===== src/rtl/core/dtp_pkg.sv =====
// ----------------------------------------------------------------------------
// Decimal integer text parser package
// Shared widths, character codes, parse phases, the parser state record and character tests.
// ----------------------------------------------------------------------------
`default_nettype none

package dtp_pkg;

    localparam int VALUE_WIDTH = 64;   // accumulator width, 8 to 64
    localparam int CH_WIDTH    = 8;
    localparam int OUT_WIDTH   = 64;

    localparam logic [CH_WIDTH-1:0] CH_NUL   = 8'h00;
    localparam logic [CH_WIDTH-1:0] CH_MINUS = 8'h2D;
    localparam logic [CH_WIDTH-1:0] CH_ZERO  = 8'h30;
    localparam logic [CH_WIDTH-1:0] CH_NINE  = 8'h39;
    localparam logic [CH_WIDTH-1:0] CH_SPACE = 8'h20;
    localparam logic [CH_WIDTH-1:0] CH_TAB   = 8'h09;
    localparam logic [CH_WIDTH-1:0] CH_LF    = 8'h0A;
    localparam logic [CH_WIDTH-1:0] CH_VT    = 8'h0B;
    localparam logic [CH_WIDTH-1:0] CH_FF    = 8'h0C;
    localparam logic [CH_WIDTH-1:0] CH_CR    = 8'h0D;

    typedef enum logic [2:0] {
        PH_START,
        PH_SIGN,
        PH_DIGITS,
        PH_TRAIL,
        PH_ERROR
    } phase_t;

    typedef struct packed {
        phase_t                 phase;
        logic [VALUE_WIDTH-1:0] acc;
        logic                   negative;
    } parse_state_t;

    localparam parse_state_t PARSE_STATE_RESET = '{
        phase:    PH_START,
        acc:      '0,
        negative: 1'b0
    };

    function automatic logic is_space(input logic [CH_WIDTH-1:0] c);
        return (c == CH_SPACE) || (c == CH_TAB) || (c == CH_LF) ||
               (c == CH_VT) || (c == CH_FF) || (c == CH_CR);
    endfunction

    function automatic logic is_digit(input logic [CH_WIDTH-1:0] c);
        return (c >= CH_ZERO) && (c <= CH_NINE);
    endfunction

endpackage

`default_nettype wire


===== src/rtl/core/decimal_integer_text_parser.sv =====
// ----------------------------------------------------------------------------
// Decimal integer text parser
// Parses a zero-terminated byte string into a signed integer with error flag.
// ----------------------------------------------------------------------------
//  Channel  Handshake              Payload        Items
//  input    in_valid / in_ready    ch[7:0]        one string byte, 0 ends it
//  output   out_valid / out_ready  value, error   one per terminator byte
//
//  One byte is taken every cycle unless a terminator waits on a stalled result;
//  the parser state register closes its loop through a shift-add multiply by ten.
//  A result appears in the output register the cycle after its terminator.
//  While a result is stalled, ordinary bytes still flow; only a terminator
//  waits for the output register to free up.
//  Reset returns the parser to its start state with a zero accumulator.
// ----------------------------------------------------------------------------
`default_nettype none

module decimal_integer_text_parser (
    input  wire logic                                clk,
    input  wire logic                                rst_n,
    input  wire logic                                in_valid,
    output logic                                     in_ready,
    input  wire logic [dtp_pkg::CH_WIDTH-1:0]        ch,
    output logic                                     out_valid,
    input  wire logic                                out_ready,
    output logic signed [dtp_pkg::OUT_WIDTH-1:0]     value,
    output logic                                     error
);
    import dtp_pkg::*;

    parse_state_t                  state_reg;
    parse_state_t                  state_next;
    logic signed [OUT_WIDTH-1:0]   res_value;
    logic                          res_error;
    logic                          out_valid_reg;
    logic signed [OUT_WIDTH-1:0]   value_reg;
    logic                          error_reg;
    logic                          in_accept;
    logic                          term_accept;

    dtp_step u_step (
        .ch         (ch),
        .state_cur  (state_reg),
        .state_next (state_next),
        .res_value  (res_value),
        .res_error  (res_error)
    );

    assign in_ready    = !out_valid_reg || out_ready || (ch != CH_NUL);
    assign in_accept   = in_valid && in_ready;
    assign term_accept = in_accept && (ch == CH_NUL);

    always_ff @(posedge clk or negedge rst_n)
    begin
        if (!rst_n)
        begin
            state_reg     <= PARSE_STATE_RESET;
            out_valid_reg <= 1'b0;
            value_reg     <= '0;
            error_reg     <= 1'b0;
        end
        else
        begin
            if (in_accept)
            begin
                state_reg <= state_next;
            end
            if (term_accept)
            begin
                out_valid_reg <= 1'b1;
                value_reg     <= res_value;
                error_reg     <= res_error;
            end
            else if (out_ready)
            begin
                out_valid_reg <= 1'b0;
            end
        end
    end

    assign out_valid = out_valid_reg;
    assign value     = value_reg;
    assign error     = error_reg;

    // A terminator leaves the parser in its start state with nothing kept.
    a_term_clears: assert property (@(posedge clk) disable iff (!rst_n)
        term_accept |=> (state_reg == PARSE_STATE_RESET))
        else $error("parser state not cleared after terminator");

    // Every accepted terminator shows up as a waiting result.
    a_term_result: assert property (@(posedge clk) disable iff (!rst_n)
        term_accept |=> out_valid)
        else $error("terminator produced no result");

    // A flagged string never reports a nonzero value.
    a_error_zero: assert property (@(posedge clk) disable iff (!rst_n)
        (out_valid && error) |-> (value == '0))
        else $error("error result carries a nonzero value");

    // An ordinary byte, taken while no result waits, never raises a result.
    a_byte_no_result: assert property (@(posedge clk) disable iff (!rst_n)
        (in_accept && (ch != CH_NUL) && !out_valid) |=> !out_valid)
        else $error("result appeared without a terminator");

endmodule

`default_nettype wire


===== src/rtl/core/dtp_step.sv =====
// ----------------------------------------------------------------------------
// Parser step logic
// Next parser state for one byte, and the finished result on a terminator.
// ----------------------------------------------------------------------------
`default_nettype none

module dtp_step (
    input  wire logic [dtp_pkg::CH_WIDTH-1:0]  ch,
    input  wire dtp_pkg::parse_state_t         state_cur,
    output dtp_pkg::parse_state_t              state_next,
    output logic signed [dtp_pkg::OUT_WIDTH-1:0] res_value,
    output logic                               res_error
);
    import dtp_pkg::*;

    logic                          ch_space;
    logic                          ch_digit;
    logic [3:0]                    digit_val;
    logic [VALUE_WIDTH-1:0]        acc_step;
    parse_state_t                  digit_state;
    logic [VALUE_WIDTH-1:0]        mag;
    logic signed [VALUE_WIDTH-1:0] signed_val;

    assign ch_space  = is_space(ch);
    assign ch_digit  = is_digit(ch);
    assign digit_val = 4'(ch - CH_ZERO);

    // Multiply by ten as two shifts and an add; wraps at the accumulator width.
    assign acc_step = (state_cur.acc << 3) + (state_cur.acc << 1)
                    + VALUE_WIDTH'(digit_val);

    // Handling of a byte where a digit may stand.
    always_comb
    begin
        digit_state = state_cur;
        if (ch_digit)
        begin
            digit_state.acc   = acc_step;
            digit_state.phase = PH_DIGITS;
        end
        else if (ch_space)
        begin
            digit_state.phase = PH_TRAIL;
        end
        else
        begin
            digit_state.phase = PH_ERROR;
        end
    end

    always_comb
    begin
        state_next = state_cur;
        if (ch == CH_NUL)
        begin
            state_next = PARSE_STATE_RESET;
        end
        else
        begin
            unique case (state_cur.phase)
                PH_START:
                begin
                    if (ch_space)
                    begin
                        state_next = state_cur;
                    end
                    else if (ch == CH_MINUS)
                    begin
                        state_next.negative = 1'b1;
                        state_next.phase    = PH_SIGN;
                    end
                    else
                    begin
                        state_next = digit_state;
                    end
                end
                PH_SIGN, PH_DIGITS:
                begin
                    state_next = digit_state;
                end
                PH_TRAIL:
                begin
                    if (!ch_space)
                    begin
                        state_next.phase = PH_ERROR;
                    end
                end
                default:
                begin
                    state_next.phase = PH_ERROR;
                end
            endcase
        end
    end

    // A sign followed only by whitespace still counts as a valid zero.
    assign res_error  = !((state_cur.phase == PH_DIGITS) || (state_cur.phase == PH_TRAIL));
    assign mag        = state_cur.acc;
    assign signed_val = state_cur.negative ? signed'(-mag) : signed'(mag);
    assign res_value  = res_error ? '0 : OUT_WIDTH'(signed_val);

endmodule

`default_nettype wire

===== config.mk =====
export PLATFORM = sky130hd
export DESIGN_NAME = decimal_integer_text_parser
export DESIGN_NICKNAME = d
export VERILOG_FILES = /design/src/rtl/core/dtp_pkg.sv /design/src/rtl/core/decimal_integer_text_parser.sv /design/src/rtl/core/dtp_step.sv
export SDC_FILE = /design/constraint.sdc
export NUM_CORES = 1
export LEC_CHECK = 0
export BUFFER_PORTS_ARGS = -buffer_cell sky130_fd_sc_hd__buf_4
export CORE_ASPECT_RATIO = 1.4
export CORE_MARGIN = 4
export CORE_UTILIZATION = 50
export CTS_CLUSTER_DIAMETER = 100
export CTS_CLUSTER_SIZE = 24
export DETAILED_ROUTE_END_ITERATION = 12
export GPL_TIMING_DRIVEN = 0
export PLACE_DENSITY = 0.74
export SLEW_MARGIN = 0
export SYNTH_ARGS = -nofsm -noshare
export SYNTH_HDL_FRONTEND = slang
export SYNTH_SLANG_ARGS = --single-unit

===== constraint.sdc =====
create_clock -name clk -period 4.1 [get_ports clk]
set_input_delay 0.205 -clock clk [delete_from_list [all_inputs] [get_ports clk]]
set_output_delay 0.205 -clock clk [all_outputs]
set_load 0.02 [all_outputs]

; Yosys cells after proc, flatten, opt, wreduce, memory -nomap -nowiden
; Index checks and enable logic that the tools add are counted.
; W data, S select, Z words.
[totals]
reg_bits = 134
inputBits = 12
output_inout_bits = 67
wordCells = 66
[op_classes]
add_sub_neg = 4
order_cmp = 2
n_eq_ne = 15
mux = 15
reduce_logical = 24
[op_table]
columns = cell, n
row1 = $mux W64, 4
row2 = $mux W68, 2
row3 = $pmux W65 S2, 1
row4 = $add A64 B4 Y64, 1
row5 = $add A64 B64 Y64, 1
row6 = $neg A64 Y64, 1
row7 = $eq A8 B4 Y1 const B, 5
row8 = $eq A8 B6 Y1 const B, 2
row9 = $mux W3, 4
row10 = $ne A3 B3 Y1 const B, 3
row11 = $pmux W3 S3, 1
row12 = $ge A8 B6 Y1 const B, 1
row13 = $le A8 B6 Y1 const B, 1
row14 = $logic_not A8 Y1, 1
row15 = $logic_or A1 B1 Y1, 8
row16 = $reduce_bool A8 Y1, 1
row17 = $eq A3 B2 Y1 const B, 2
row18 = $reduce_bool A2 Y1, 3
row19 = $reduce_and A5 Y1, 1
row20 = $ne A2 B2 Y1 const B, 2
row21 = $reduce_and A4 Y1, 1
row22 = $sub A4 B1 Y4 const B, 1
row23 = $eq A3 B1 Y1 const B, 1
row24 = $logic_and A1 B1 Y1, 3
row25 = 6 further kinds, 9

; Logic depth before layout (Yosys ltp)
[depth]
depth_word = 12
depth_mapped = 14
depth_no_buf = 14

; By module
; A second synthesis with hierarchy kept.
[unflattened]
cells_unflattened = 1381
hier_area_um2 = 12226.7
[modules_own_cells]
columns = mod, n_inst, cells_each, area_per_inst_um2, seq_area_each_um2
row1 = dtp_step, 1, 1091, 7116.8, 0.0
row2 = decimal_integer_text_parser, 1, 290, 5109.9, 3353.2

; Least setup slack after synthesis
; No wires, ideal clock.
[synth_timing]
path_kind = flip-flop to flip-flop
startpoint = reg state_reg[3] in the netlist's numbering
endpoint = reg state_reg[55] in the netlist's numbering
setup_time_ps = 135
arrival_ps = 3749
t_required_ps = 3965
path_slack_ps = 217
path_stages_with_launch = 15
n_path_buf = 0
period_less_slack_ps = 3883
path_cell_list = dfrtp_1 -> inv_1 -> fa_1 -> inv_1 -> fa_1 -> a21o_1 -> a221oi_1 -> a221o_1 -> a21oi_1 -> a31o_2 -> a221o_1 -> or2_2 -> a21oi_1 -> xor2_1 -> o31ai_1
[synth_via]
elab_chain_len = 7
[synth_lines]
columns = element, line_no
row1 = from (decl), decimal_integer_text_parser.sv:31  ; parse_state_t state_reg;
row2 = from (signal assigned), decimal_integer_text_parser.sv:66  ; state_reg <= state_next;
row3 = $add A64 B64 Y64 *, dtp_step.sv:29  ; assign acc_step = (state_cur.acc << 3) + (state_cur.acc << 1)
row4 = $add A64 B4 Y64 *, dtp_step.sv:30  ; + VALUE_WIDTH'(digit_val);
row5 = $mux W64 *, dtp_step.sv:36  ; if (ch_digit)
row6 = $mux W64, dtp_step.sv:67  ; else if (ch == CH_MINUS)
row7 = $mux W68, dtp_step.sv:63  ; if (ch_space)
row8 = $pmux W65 S2 *, dtp_step.sv:60  ; unique case (state_cur.phase)
row9 = $mux W68 *, dtp_step.sv:54  ; if (ch == CH_NUL)
; Mark *: on every way between the ends. The rest lies on a longest branch, timed or not. The select of a mux whose other input is x is not followed.
; A chain may end at the register's enable or synchronous reset.

; Worst setup path after layout
[layout_timing]
startpoint = reg state_reg[1] in the netlist's numbering
endpoint = reg state_reg[64] in the netlist's numbering
; The elaborated chain is that of the path after synthesis.

==> qor.yml <==
ys_types: 64
final_cell_mix: "209 x nand2_1, 160 x o21ai_0, 134 x dfrtp_1, 123 x ha_1, 84 x buf_4"
crit_required_ns: 4.39
synth_warnings: 0
finalSetupViolations: 0
antenna_found_initial: 0
antenna_cells: 0
via_per_inst: 6.10
r2r_slack_ns: 0.20
drive_gt1_share_pct: 11.7
area_growth_pct: 15.7
numCtsBuffers: 17
synth_ff_type: "dfrtp_1"
endpoint: "state_reg[64]$_DFFE_PN0P_"
root_buffer: "clkbuf_16"
cellPowerDensity_nw_per_um2: 258
final_common_cell: "nand2_1"
total_power_w: 0.00316
drt_iter0_drc: 663
synthCells: 1254
rsz0062_at_grt: "false"
pre_cts_ws_ns: -0.473
cap_violations: 0
wl_um: 32300
synth_fp_nets: 1391
netlist_top_cells_area: "dfrtp_1 32%, ha_1 14%, o21ai_0 7.6%"
synth_area_um2: 10600
cts_tree: "yes"
irDropWorstVdd_uv: 286
die_w_um: 131
cts_buffer_depth: 2
largest_reg_flops: 68
path_clk_slew_ns: 0.06
die-area_um2: 23700
clk_latency_ns: 0.44
holdCritPathClass: "input pin to flop"
pin_count: 79
drc: 0
wl_per_cell_um: 19.8
status: "completed"
worst_slew_pin_slew_ns: 0.869
crit_path_start: "state_reg[1]$_DFFE_PN0P_"
grt-ovfl-total: 0
dp_hpwl_um: 24700
synth_xor_area_share_pct: 10.1
yosysTopAreaCell: "dfrtp_1"
worst_setup_path_end_kind: "flop"
dr.pass1.iters: 8
place_congestion: 0.965
synth-simple-area-share_pct: 17.4
p_leak_nw: 6.00
timing.slew.headroom_pct: 41.3
timing.rr.end: "state_reg[64]$_DFFE_PN0P_"
critical_path_class: "flop to flop"
num_rows: 62
design_area_um2: 12300
drv_slew: 0
syn_avg_cell_area_um2: 8.47
final_antenna_net_count: 0
dpl_cell_area_um2: 11600
nets: 1496
ys_ff_latch: 134
yosysSeqAreaShare_pct: 31.6
grt_max_degree: 80
async_flop_share_pct: 100
synth-compound-area-share_pct: 22.7
synth-edff-count: 0
core_area_um2: 20700
min_period_over_period_pct: 95.2
skew_ns: 0.0111
worstPathArrival_ns: 4.19
clock-sinks: 134
synthDominantCellAreaShare_pct: 31.6
io_buffers: 78
finalSetupTns_ns: 0
setup_slack_ns: 0.195
synth_adder_area_share_pct: 14.9
r2r_start: "state_reg[1]$_DFFE_PN0P_"
die_h_um: 180
min_period_ns: 3.90
synth_top_family_by_area: "compound AO/OA/AOI/OAI gates"
fmax_ghz: 0.256
dr_total_vias: 9930
crit_path_max_fanout: 4
grt_pass1_vias: 10019
gr-usage-all-layers_pct: 27.4
critPathLaunchType: "flop"
hold_violations: 0
rr_worst_depth: 16
synth.area.mux_share_pct: 0.200
start_util_pct: 51.3
grt_pass1_wl_um: 52500
cts_htree_levels: 4
## how the worst min path moves through the flow
stage	from	endpoint	slack (ns)	cells past startpoint
global route	ch[0]	state_reg[1]$_DFFE_PN0P_	0.04	2
CTS	ch[0]	state_reg[1]$_DFFE_PN0P_	0.04	2
floorplan	rst_n	error$_DFFE_PN0P_	-0.09	0
detailed placement	rst_n	state_reg[67]$_DFFE_PN0P_	0.21	1
global placement	in_valid	state_reg[67]$_DFFE_PN0P_	0.44	2
finish	ch[0]	state_reg[1]$_DFFE_PN0P_	0.04	2
## power breakdown
part	switching (W)	internal, W
Clock	0.000665	0.000855
Combinational	0.000198	0.0000959
Sequential	0.0000176	0.00133
Total	0.000881	0.00228
## stage by stage
stage                     cells  hold slack, ns  utilization (%)
final                      1627          0.0352             59.3
after global routing       1627          0.0423             59.3
after CTS                  1626          0.0353             59.0
after detailed placement   1590           0.206             55.8
after global placement     1588           0.440             55.6
after floorplan            1254         -0.0906                -
## worst max-delay path: stages, from the launching register on
cell       delay [ns]
dfrtp_1          0.38
inv_2            0.07
fa_1             0.52
inv_1            0.08
ha_1             0.28
a21o_1           0.12
nand4_1          0.14
a31o_2           0.31
a21o_1           0.22
a2111oi_2        0.35
buf_4            0.21
a31oi_2          0.18
o41ai_2          0.37
buf_4            0.19
o31ai_1          0.10
xnor2_1          0.15
o21ai_0          0.09
## synth_stat cells (3+ instances only)
cell,count
o21ai_1,5
a21o_1,33
a221oi_1,7
xnor2_1,42
nor2b_1,3
o21ai_0,161
o31ai_1,35
and3_1,8
ha_1,123
o41ai_1,9
nand3_1,21
a21oi_1,79
nor3_1,24
nor4_1,6
o2111ai_1,3
and4_1,3
o21bai_1,15
xor2_1,80
nor2_1,44
a31o_2,4
or3_1,14
a32o_1,3
o31a_1,3
a31oi_1,11
nand4_1,24
a21boi_0,5
a211oi_1,3
and2_1,3
nand2b_1,4
o21a_1,6
nand2_1,209
or4_1,6
clkbuf_1,51
inv_1,26
or2_2,9
dfrtp_1,134
## cell families after synthesis
kind of cell	count (synthesis)
simple gates	391
fa+ha+maj	125
flops	134
buf+inv	83
mux	2
compound gates	397
xor+xnor	122
## layer usage
metal  share of wire (%)  GRT usage, %  up-vias  routed length [um]
met4                 5.0          14.4        0                1620
met5                   0             0        -                   0
met1                  40          32.2     4771               13100
met2                  51          49.0      289               16300
met3                 3.9          3.35      108                1270
li1                    -             -     4762                   -
## layout make-up
class | instances | area [um^2]
plain buffers | 57 | 238
clock buffers | 18 | 439
clock inverters | 13 | 124
fillers | 1873 | 8430
inverters | 26 | 97.6
multi-input cells | 1037 | 7030
flip-flops and latches | 134 | 3350
well taps | 256 | 320
repair buffers | 86 | 674
## repair_timing
| item | CTS | global route |
|---|---|---|
| gates resized for setup | 8 | 14 |
| hold endpoints to repair | 56 | 0 |
| pin swaps | 2 | 6 |
| hold buffers | 2 | 0 |
| setup buffers | 3 | 1 |
| endpoints found under the setup margin | 11 | 15 |
| gates cloned | 0 | 0 |
Power figures use the tool's default switching activity.
